[config.mk]
export PLATFORM = sky130hd
export DESIGN_NAME = free_block_fit_search_table
export DESIGN_NICKNAME = d
export VERILOG_FILES = /design/src/fbfst_pkg.sv /design/src/free_block_fit_search_table.sv /design/src/fbfst_cell.sv
export SDC_FILE = /design/constraint.sdc
export NUM_CORES = 2
export LEC_CHECK = 0
export BUFFER_PORTS_ARGS = -buffer_cell sky130_fd_sc_hd__buf_4
export CAP_MARGIN = 20
export CORE_MARGIN = 2
export CORE_UTILIZATION = 55
export CTS_CLUSTER_SIZE = 40
export DETAILED_ROUTE_END_ITERATION = 16
export PLACE_DENSITY = 0.71
export SLEW_MARGIN = 0
export SYNTH_ARGS = -nofsm -noshare
export SYNTH_HDL_FRONTEND = slang
export SYNTH_HIERARCHICAL = 1
export SYNTH_SLANG_ARGS = --single-unit
[constraint.sdc]
create_clock -name clock -period 21.4 [get_ports clock]
set_input_delay 1.07 -clock clock [delete_from_list [all_inputs] [get_ports clock]]
set_output_delay 1.07 -clock clock [all_outputs]
set_load 0.02 [all_outputs]
[src/fbfst_pkg.sv]
package fbfst_pkg;

   // Field widths fixed by the item formats.
   localparam int DATA_W = 32;
   localparam int MODE_W = 2;
   localparam int LEN_W  = 5;

   // Default number of table entries.
   localparam int DEFAULT_TABLE_DEPTH = 16;

   // Search policies held in the mode register. The fourth code selects nothing.
   localparam logic [MODE_W-1:0] FIT_FIRST = 2'd0;
   localparam logic [MODE_W-1:0] FIT_WORST = 2'd1;
   localparam logic [MODE_W-1:0] FIT_BEST  = 2'd2;

   // Item kinds.
   localparam logic ACT_SEARCH = 1'b0;
   localparam logic ACT_INSERT = 1'b1;

   // The search token that walks down the row of cells, carrying the pick so far.
   typedef struct packed {
      logic              valid;
      logic [MODE_W-1:0] mode;
      logic [DATA_W-1:0] need;
      logic              hit;
      logic [DATA_W-1:0] addr;
      logic [DATA_W-1:0] cap;
   } scan_token_type;

   typedef enum logic [1:0] {
      ST_IDLE,
      ST_SCAN,
      ST_FINISH
   } ctrl_state_type;

endpackage

[src/free_block_fit_search_table.sv]
// Channel   Direction  tdata (lowest bit up)                         tuser
// req_      in         request_size, block_addr, block_capacity      action
// rsp_      out        found_addr, found_capacity, list_length,      found, table_full
//                      reuse_total, zero fill to 104 bits
// csr_      in         fit_mode (write only)                         -
//
// An insert item is accepted in idle; in the finish state its cell is written and its
// result posted. A search item is posted once its token has walked the row of
// TABLE_DEPTH cells, one cell per cycle. One item is worked on at a time.
// Reset clears the entry count, the reuse count, the mode register and all control state;
// the table entries themselves are not cleared. A result that waits in the output register
// does not stop the next item from being accepted; only its completion waits for the slot.
module free_block_fit_search_table #(
   parameter int TABLE_DEPTH = fbfst_pkg::DEFAULT_TABLE_DEPTH
) (
   input  logic         clock,
   input  logic         reset,
   // Input channel.
   input  logic         req_tvalid,
   output logic         req_tready,
   input  logic [95:0]  req_tdata,   // request_size[31:0], block_addr[63:32],
                                     // block_capacity[95:64]
   input  logic [0:0]   req_tuser,   // action[0]
   // Result channel.
   output logic         rsp_tvalid,
   input  logic         rsp_tready,
   output logic [103:0] rsp_tdata,   // found_addr[31:0], found_capacity[63:32],
                                     // list_length[68:64], reuse_total[100:69], zeros above
   output logic [1:0]   rsp_tuser,   // found[0], table_full[1]
   // Configuration port.
   input  logic         csr_wr_en,
   input  logic [fbfst_pkg::MODE_W-1:0] csr_wr_data
);

   localparam int CNT_W = $clog2(TABLE_DEPTH + 1);
   localparam int DW    = fbfst_pkg::DATA_W;

   // Mode register.
   logic [fbfst_pkg::MODE_W-1:0] fit_mode_ff;

   // Control state.
   fbfst_pkg::ctrl_state_type state_ff;
   fbfst_pkg::ctrl_state_type state_in;
   logic [CNT_W-1:0]          count_ff;
   logic [CNT_W-1:0]          count_in;
   logic [DW-1:0]             reuse_ff;
   logic [DW-1:0]             reuse_in;

   // The item being worked on and the pick the scan delivered.
   logic          item_action_ff;
   logic [DW-1:0] item_addr_ff;
   logic [DW-1:0] item_cap_ff;
   logic          res_hit_ff;
   logic [DW-1:0] res_addr_ff;
   logic [DW-1:0] res_cap_ff;

   // Output register.
   logic          rsp_valid_ff;
   logic          rsp_valid_in;
   logic          out_found_ff;
   logic          out_full_ff;
   logic [DW-1:0] out_addr_ff;
   logic [DW-1:0] out_cap_ff;
   logic [fbfst_pkg::LEN_W-1:0] out_len_ff;
   logic [DW-1:0] out_reuse_ff;

   logic accept;
   logic capture;
   logic finish;
   logic table_at_top;
   logic do_insert;
   logic do_hit;

   fbfst_pkg::scan_token_type chain [TABLE_DEPTH+1];

   assign accept       = req_tvalid && req_tready;
   assign table_at_top = (count_ff == CNT_W'(TABLE_DEPTH));
   assign do_insert    = finish && (item_action_ff == fbfst_pkg::ACT_INSERT) && !table_at_top;
   assign do_hit       = finish && (item_action_ff == fbfst_pkg::ACT_SEARCH) && res_hit_ff;

   // A search token enters the first cell in the cycle its item is accepted.
   always_comb begin
      chain[0].valid = accept && (req_tuser[0] == fbfst_pkg::ACT_SEARCH);
      chain[0].mode  = fit_mode_ff;
      chain[0].need  = req_tdata[31:0];
      chain[0].hit   = 1'b0;
      chain[0].addr  = '0;
      chain[0].cap   = '0;
   end

   // Each cell holds one table entry. A cell counts as held once its slot lies below the count.
   for (genvar i = 0; i < TABLE_DEPTH; i++) begin : g_cell
      fbfst_cell u_cell (
         .clock     (clock),
         .reset     (reset),
         .token_in  (chain[i]),
         .held      (count_ff > CNT_W'(i)),
         .wr_en     (do_insert && (count_ff == CNT_W'(i))),
         .wr_addr   (item_addr_ff),
         .wr_cap    (item_cap_ff),
         .token_out (chain[i+1])
      );
   end

   // Sequencer: accept in idle, for a search wait for the token to leave the last cell, then post
   // the result as soon as the output register is free.
   always_comb begin
      state_in     = state_ff;
      req_tready   = 1'b0;
      capture      = 1'b0;
      finish       = 1'b0;
      case (state_ff)
         fbfst_pkg::ST_IDLE: begin
            req_tready = 1'b1;
            if (req_tvalid) begin
               if (req_tuser[0] == fbfst_pkg::ACT_SEARCH) begin
                  state_in = fbfst_pkg::ST_SCAN;
               end else begin
                  state_in = fbfst_pkg::ST_FINISH;
               end
            end
         end
         fbfst_pkg::ST_SCAN: begin
            if (chain[TABLE_DEPTH].valid) begin
               capture  = 1'b1;
               state_in = fbfst_pkg::ST_FINISH;
            end
         end
         fbfst_pkg::ST_FINISH: begin
            if (!rsp_valid_ff || rsp_tready) begin
               finish   = 1'b1;
               state_in = fbfst_pkg::ST_IDLE;
            end
         end
         default: state_in = fbfst_pkg::ST_IDLE;
      endcase
   end

   always_comb begin
      count_in     = count_ff;
      reuse_in     = reuse_ff;
      rsp_valid_in = rsp_valid_ff;
      if (do_insert) begin
         count_in = count_ff + CNT_W'(1);
      end
      if (do_hit) begin
         reuse_in = reuse_ff + DW'(1);
      end
      if (finish) begin
         rsp_valid_in = 1'b1;
      end else if (rsp_tready) begin
         rsp_valid_in = 1'b0;
      end
   end

   always_ff @(posedge clock) begin
      if (reset) begin
         state_ff     <= fbfst_pkg::ST_IDLE;
         count_ff     <= '0;
         reuse_ff     <= '0;
         rsp_valid_ff <= 1'b0;
         fit_mode_ff  <= fbfst_pkg::FIT_FIRST;
      end else begin
         state_ff     <= state_in;
         count_ff     <= count_in;
         reuse_ff     <= reuse_in;
         rsp_valid_ff <= rsp_valid_in;
         if (csr_wr_en) begin
            fit_mode_ff <= csr_wr_data;
         end
      end
   end

   // Payload registers.
   always_ff @(posedge clock) begin
      if (accept) begin
         item_action_ff <= req_tuser[0];
         item_addr_ff   <= req_tdata[63:32];
         item_cap_ff    <= req_tdata[95:64];
      end
      if (capture) begin
         res_hit_ff  <= chain[TABLE_DEPTH].hit;
         res_addr_ff <= chain[TABLE_DEPTH].addr;
         res_cap_ff  <= chain[TABLE_DEPTH].cap;
      end
      if (finish) begin
         out_found_ff <= do_hit;
         out_full_ff  <= (item_action_ff == fbfst_pkg::ACT_INSERT) && table_at_top;
         out_addr_ff  <= do_hit ? res_addr_ff : '0;
         out_cap_ff   <= do_hit ? res_cap_ff : '0;
         out_len_ff   <= fbfst_pkg::LEN_W'(count_in);
         out_reuse_ff <= reuse_in;
      end
   end

   assign rsp_tvalid = rsp_valid_ff;
   assign rsp_tuser  = {out_full_ff, out_found_ff};
   assign rsp_tdata  = {3'b000, out_reuse_ff, out_len_ff, out_cap_ff, out_addr_ff};

`ifndef SYNTHESIS
   // The table never holds more entries than it has cells.
   assert property (@(posedge clock) disable iff (reset)
      count_ff <= CNT_W'(TABLE_DEPTH))
      else $error("entry count beyond table depth");

   // A token only reaches the end of the row while the sequencer waits for it.
   assert property (@(posedge clock) disable iff (reset)
      chain[TABLE_DEPTH].valid |-> state_ff == fbfst_pkg::ST_SCAN)
      else $error("search token arrived outside a scan");

   // A scan never changes the entry count.
   assert property (@(posedge clock) disable iff (reset)
      state_ff == fbfst_pkg::ST_SCAN |=> $stable(count_ff))
      else $error("entry count moved during a scan");

   // The reuse count only ever steps up by one.
   assert property (@(posedge clock) disable iff (reset)
      (!$past(reset) && (reuse_ff != $past(reuse_ff))) |->
         (reuse_ff == DW'($past(reuse_ff) + DW'(1))))
      else $error("reuse count jumped");
`endif

endmodule

[src/fbfst_cell.sv]
module fbfst_cell (
   input  logic                                 clock,
   input  logic                                 reset,
   input  fbfst_pkg::scan_token_type            token_in,
   input  logic                                 held,
   input  logic                                 wr_en,
   input  logic [fbfst_pkg::DATA_W-1:0]         wr_addr,
   input  logic [fbfst_pkg::DATA_W-1:0]         wr_cap,
   output fbfst_pkg::scan_token_type            token_out
);

   logic [fbfst_pkg::DATA_W-1:0] entry_addr_ff;
   logic [fbfst_pkg::DATA_W-1:0] entry_cap_ff;
   fbfst_pkg::scan_token_type    token_ff;
   fbfst_pkg::scan_token_type    token_in_next;
   logic                         fits;
   logic                         take;

   // This entry replaces the carried pick when it fits and the policy prefers it.
   always_comb begin
      fits = held && (entry_cap_ff >= token_in.need) &&
             ((token_in.mode == fbfst_pkg::FIT_FIRST) ||
              (token_in.mode == fbfst_pkg::FIT_WORST) ||
              (token_in.mode == fbfst_pkg::FIT_BEST));
      take = 1'b0;
      if (fits) begin
         if (!token_in.hit) begin
            take = 1'b1;
         end else begin
            case (token_in.mode)
               fbfst_pkg::FIT_WORST: take = entry_cap_ff > token_in.cap;
               fbfst_pkg::FIT_BEST:  take = entry_cap_ff <= token_in.cap;
               default:              take = 1'b0;
            endcase
         end
      end
      token_in_next = token_in;
      if (take) begin
         token_in_next.hit  = 1'b1;
         token_in_next.addr = entry_addr_ff;
         token_in_next.cap  = entry_cap_ff;
      end
   end

   always_ff @(posedge clock) begin
      if (wr_en) begin
         entry_addr_ff <= wr_addr;
         entry_cap_ff  <= wr_cap;
      end
   end

   always_ff @(posedge clock) begin
      if (reset) begin
         token_ff.valid <= 1'b0;
      end else begin
         token_ff.valid <= token_in_next.valid;
      end
      token_ff.mode <= token_in_next.mode;
      token_ff.need <= token_in_next.need;
      token_ff.hit  <= token_in_next.hit;
      token_ff.addr <= token_in_next.addr;
      token_ff.cap  <= token_in_next.cap;
   end

   assign token_out = token_ff;

endmodule

# --- Word level (Yosys, flattened, before mapping) ---
# Cells that the tools add are included.
classes:
  addsub: 2
  order_cmp: 62
  n_eq_ne: 53
  n_mux: 76
  bitwise_logic: 2
  reduce_logical: 110
ops:
  columns: ["cell", "n"]
  rows:
  - ["64-bit two-way mux", 15]
  - ["32-bit >= comparator", 16]
  - ["32-bit > comparator", 15]
  - ["32-bit less-or-equal comparator", 15]
  - ["65-bit two-way mux", 1]
  - ["1-bit logical AND", 55]
  - ["5-bit by 4-bit == test with 1-bit output (second input constant)", 8]
  - ["5-bit by 4-bit > comparator with 1-bit output (second input constant)", 8]
  - ["1-bit two-way mux", 38]
  - ["2-bit by 1-bit == test with 1-bit output (second input constant)", 17]
  - ["2-bit == test (second input constant)", 17]
  - ["2-bit logical NOT", 17]
  - ["1-bit logical OR", 33]
  - ["32-bit by 1-bit adder with 32-bit output (second input constant)", 1]
  - ["32-bit two-way mux", 1]
  - ["1-bit one-hot mux with 2 select lines", 15]
  - ["5-bit by 3-bit == test with 1-bit output (second input constant)", 4]
  - ["5-bit by 3-bit > comparator with 1-bit output (second input constant)", 4]
  - ["5-bit by 2-bit == test with 1-bit output (second input constant)", 2]
  - ["5-bit by 1-bit > comparator with 1-bit output (second input constant)", 2]
  - ["5-bit by 2-bit > comparator with 1-bit output (second input constant)", 2]
  - ["2-bit two-way mux", 4]
  - ["2-bit one-hot mux with 3 select lines", 1]
  - ["5-bit by 1-bit adder with 5-bit output (second input constant)", 1]
  - ["other kinds (10)", 13]
totals:
  register_bits: 2865
  inputBits: 104
  output_inout_bits: 108
  word_cells: 448

# --- Depth between registers and ports, before layout ---
depth:
  depth_word: 7
  mapped_depth: 12
  mapped_depth_nobuf: 10

# --- Cells and area by module ---
# The synthesis kept the hierarchy.
modules_own_cells:
  columns: ["module", "instances", "cells_each", "area_each_um2", "seq_area_each_um2"]
  rows:
  - ["fbfst_cell", 16, 473, 6726.5, 3923.8]
  - ["free_block_fit_search_table", 1, 648, 10172.3, 7837.5]

# --- Least setup slack after synthesis ---
# Ideal clock, no wire load.
synth_path:
  path_kind: "input port to flip-flop"
  startpoint: "input rsp_tready"
  endpoint: "register g_cell[14].u_cell/entry_addr_ff[0] in the netlist's numbering (enable)"
  setup_ps: 644
  arrival_ps: 7689
  t_required_ps: 20756
  slack_ps: 13067
  path_stages: 4
  path_buffers: 1
  cell_sequence: "nand2b_1 > buf_2 > nand3_1 > nor4_1"
synth_between:
  elab_chain_len: 6
synth_rtl:
  columns: ["element", "line", "source"]
  rows:
  - ["start, declared", "free_block_fit_search_table.sv:26", "input logic rsp_tready,"]
  - ["1-bit logical OR", "free_block_fit_search_table.sv:130", "if (!rsp_valid_ff || rsp_tready) begin"]
  - ["1-bit two-way mux", "free_block_fit_search_table.sv:130", null]
  - ["1-bit two-way mux", "free_block_fit_search_table.sv:112", "case (state_ff)"]
  - ["1-bit logical AND (2 in a row)", "free_block_fit_search_table.sv:78", "assign do_insert = finish && (item_action_ff == fbfst_pkg::ACT_INSERT) && !table_at_top;"]
  - ["1-bit logical AND", "free_block_fit_search_table.sv:98", ".wr_en (do_insert && (count_ff == CNT_W'(i))),"]
  - ["end signal, assigned", "fbfst_cell.sv:47", "entry_addr_ff <= wr_addr;"]
  - ["end, declared", "fbfst_cell.sv:12", "logic [fbfst_pkg::DATA_W-1:0] entry_addr_ff;"]
# No other way between the ends.
# A chain may end at the register's enable or synchronous reset.

==> metrics.txt <==
Longest Clk Path Bufs 4; switch share 0.208; num ports roughly 210; Hold Slack roughly 270 ps; die height between 400 and 500 µm; Fill cells 15,800; Yosys warnings 6; Cells on Worst Hold Path 1; share of power burned in registers 0.514; Avg Synthesized Cell Area about 14 µm²; starting DRC count in detailed routing 3,386; DRT antenna net count 0; TritonCTS Sinks 2,865; core footprint 212,000 µm²; internal power 9.42 mW; Switch Pwr 2.47 mW; maximum VDD drop 0.0896 mV; crit-path max FO 41; Max Cap Viol 0; Most Used Layer, Global Route met2; RSZ-0062 raised after global routing no; gpl congestion 0.885; Hold-fix buffers, CTS 0; routed wire length per instance 19.3 µm; CTS H-Tree Depth 5; WP data arrival 5120 ps; reg2reg path depth 8; initial antenna violation count 8; Routed WL 227,000 µm; CTS Buf Count 306; Final Non-Filler Cells 11,800; Die Area 217,000 µm²; placed cells 11,200; clock slew at reported path FFs 60 ps; fmax ~230 MHz; actual slew at the worst max-slew pin 1090 ps; Setup TNS 0 ps; worst clock skew 56.0 ps; number of global-route vias before repair 63,500; Setup crit end kind register; slew margin rel. 0.269; Final min period 4330 ps; final setup fails 0; insertion delay to the later sink of the worst-skew pair 930 ps; placed wire-length estimate 168,000 µm; Post-Synthesis Cells 8,182; Tcrit/Tclk final 0.202; fin util 0.618; DIE WIDTH 465 µm; Slew Viols, Final 0; met3 layer usage reported by global route 0.0269; synth-to-layout area growth 11.7%; Clock Power Share 0.436; share of layout cells above drive strength 1 0.214; Pwr Density 90.9 nW/µm²; Total Routing Usage GR 0.206; Hold Fails Final Rpt 0; port bufs 208; CTS tree done; drt pass-1 iters 7; leakage 59.1 nW; layout net count 9,844; row count between 150 and 200; total congestion overflow 0; Hold Crit Class in2reg; Residual DRC 0; Starting Density 0.553; Worst setup SP type register; root buf cell clkbuf_16; M1 GR Usage 0.269; Setup CP Type reg2reg; combinational share of power 0.050; GR Util met2 0.343; CP required 22,190 ps; post-CTS setup repair buffer count 0; total vias in the final route between 60,000 and 70,000; Resize count post-CTS 0; largest net degree at the start of global routing 79; Mapped Area 117,000 µm²; Via density 5.24; result of the run finished, final reports clean; first-pass GRT wire length 350,000 µm
-- sequential cells by signal, indices dropped and copies added, names as in the netlist, 2 cells and up --
register	cells
g_cell.u_cell/token_out	1566
g_cell.u_cell/entry_addr_ff	512
g_cell.u_cell/entry_cap_ff	512
item_addr_ff	32
item_cap_ff	32
out_addr_ff	32
out_cap_ff	32
out_reuse_ff	32
res_addr_ff	32
res_cap_ff	32
reuse_ff	32
count_ff	5
out_len_ff	5
fit_mode_ff	2
state_ff	2
-- layout make-up --
class	instances	area (µm²)	area share
multi-input cells	4191	41300	0.316
clock buffers	437	8900	0.0681
well taps	2821	3530	0.0270
clock inverters	99	1110	0.00851
flip-flops and latches	2865	69900	0.534
inverters	1085	4070	0.0311
diodes	3	7.51	0.0000574
repair buffers	261	1960	0.0150
-- worst paths after layout --
path,from,to,slack [ps]
worst min register to register,g_cell[4].u_cell/token_out[73],g_cell[5].u_cell/token_out[73],320
worst min-delay path,req_tdata[9],g_cell[0].u_cell/token_out[74],270
worst max-delay path,count_ff[2],g_cell[1].u_cell/token_out[63],17070
worst max register to register,count_ff[2],g_cell[1].u_cell/token_out[63],17070
-- cells in the final DEF, fill, tap and decap left out, types with 17 or more instances in the layout --
master	count
or4_4	20
nor2_1	101
nor2b_1	70
a21o_1	48
buf_4	261
nor3_1	37
nand2_1	248
clkinv_1	29
a211oi_1	66
o31ai_1	43
a21oi_1	387
conb_1	102
and3_1	34
nand4_1	153
and4_1	34
nand3_1	57
dfxtp_1	1608
clkinv_2	46
or3_1	24
a2111oi_0	17
o21ai_0	161
a221o_1	32
inv_1	1068
ha_1	1030
mux2_2	75
nor3_2	19
mux2_4	960
o211ai_1	48
nand4_2	33
clkbuf_8	50
clkbuf_16	318
nor4_1	22
and2_1	65
clkbuf_1	69
edfxtp_1	1257
bufinv_16	23
-- critical path, cell delays in order, from the launching register on --
cell and delay (ps):
dfxtp_1 470, nor3_1 920, o21ai_0 720, a21boi_0 300, o211a_1 130, nand3b_1 70, buf_4 410, buf_4 720
mux2_2 410
-- per-layer routing --
metal	vias to the layer above	part of all wire
li1	30300	-
met1	29500	0.45
met5	-	0
met2	1259	0.46
met4	0	0.045
met3	522	0.036
-- metrics by stage --
step	worst slack, ps	power (mW)	area (µm²)
finish	17070	11.9	131000
global route	16980	12.3	131000
CTS	17300	12.0	131000
detailed placement	16890	6.82	121000
global placement	16850	6.79	121000
floorplan	13070	6.58	117000
-- power by group through the flow --
stage | clock network, mW | registers (mW) | logic (mW)
floorplan | 0 | 6.15 | 0.434
global placement | 0 | 6.22 | 0.567
detailed placement | 0 | 6.23 | 0.594
CTS | 5.31 | 6.11 | 0.599
global route | 5.52 | 6.14 | 0.659
finish | 5.19 | 6.11 | 0.594
No activity file was read; power rests on OpenSTA's default activity.
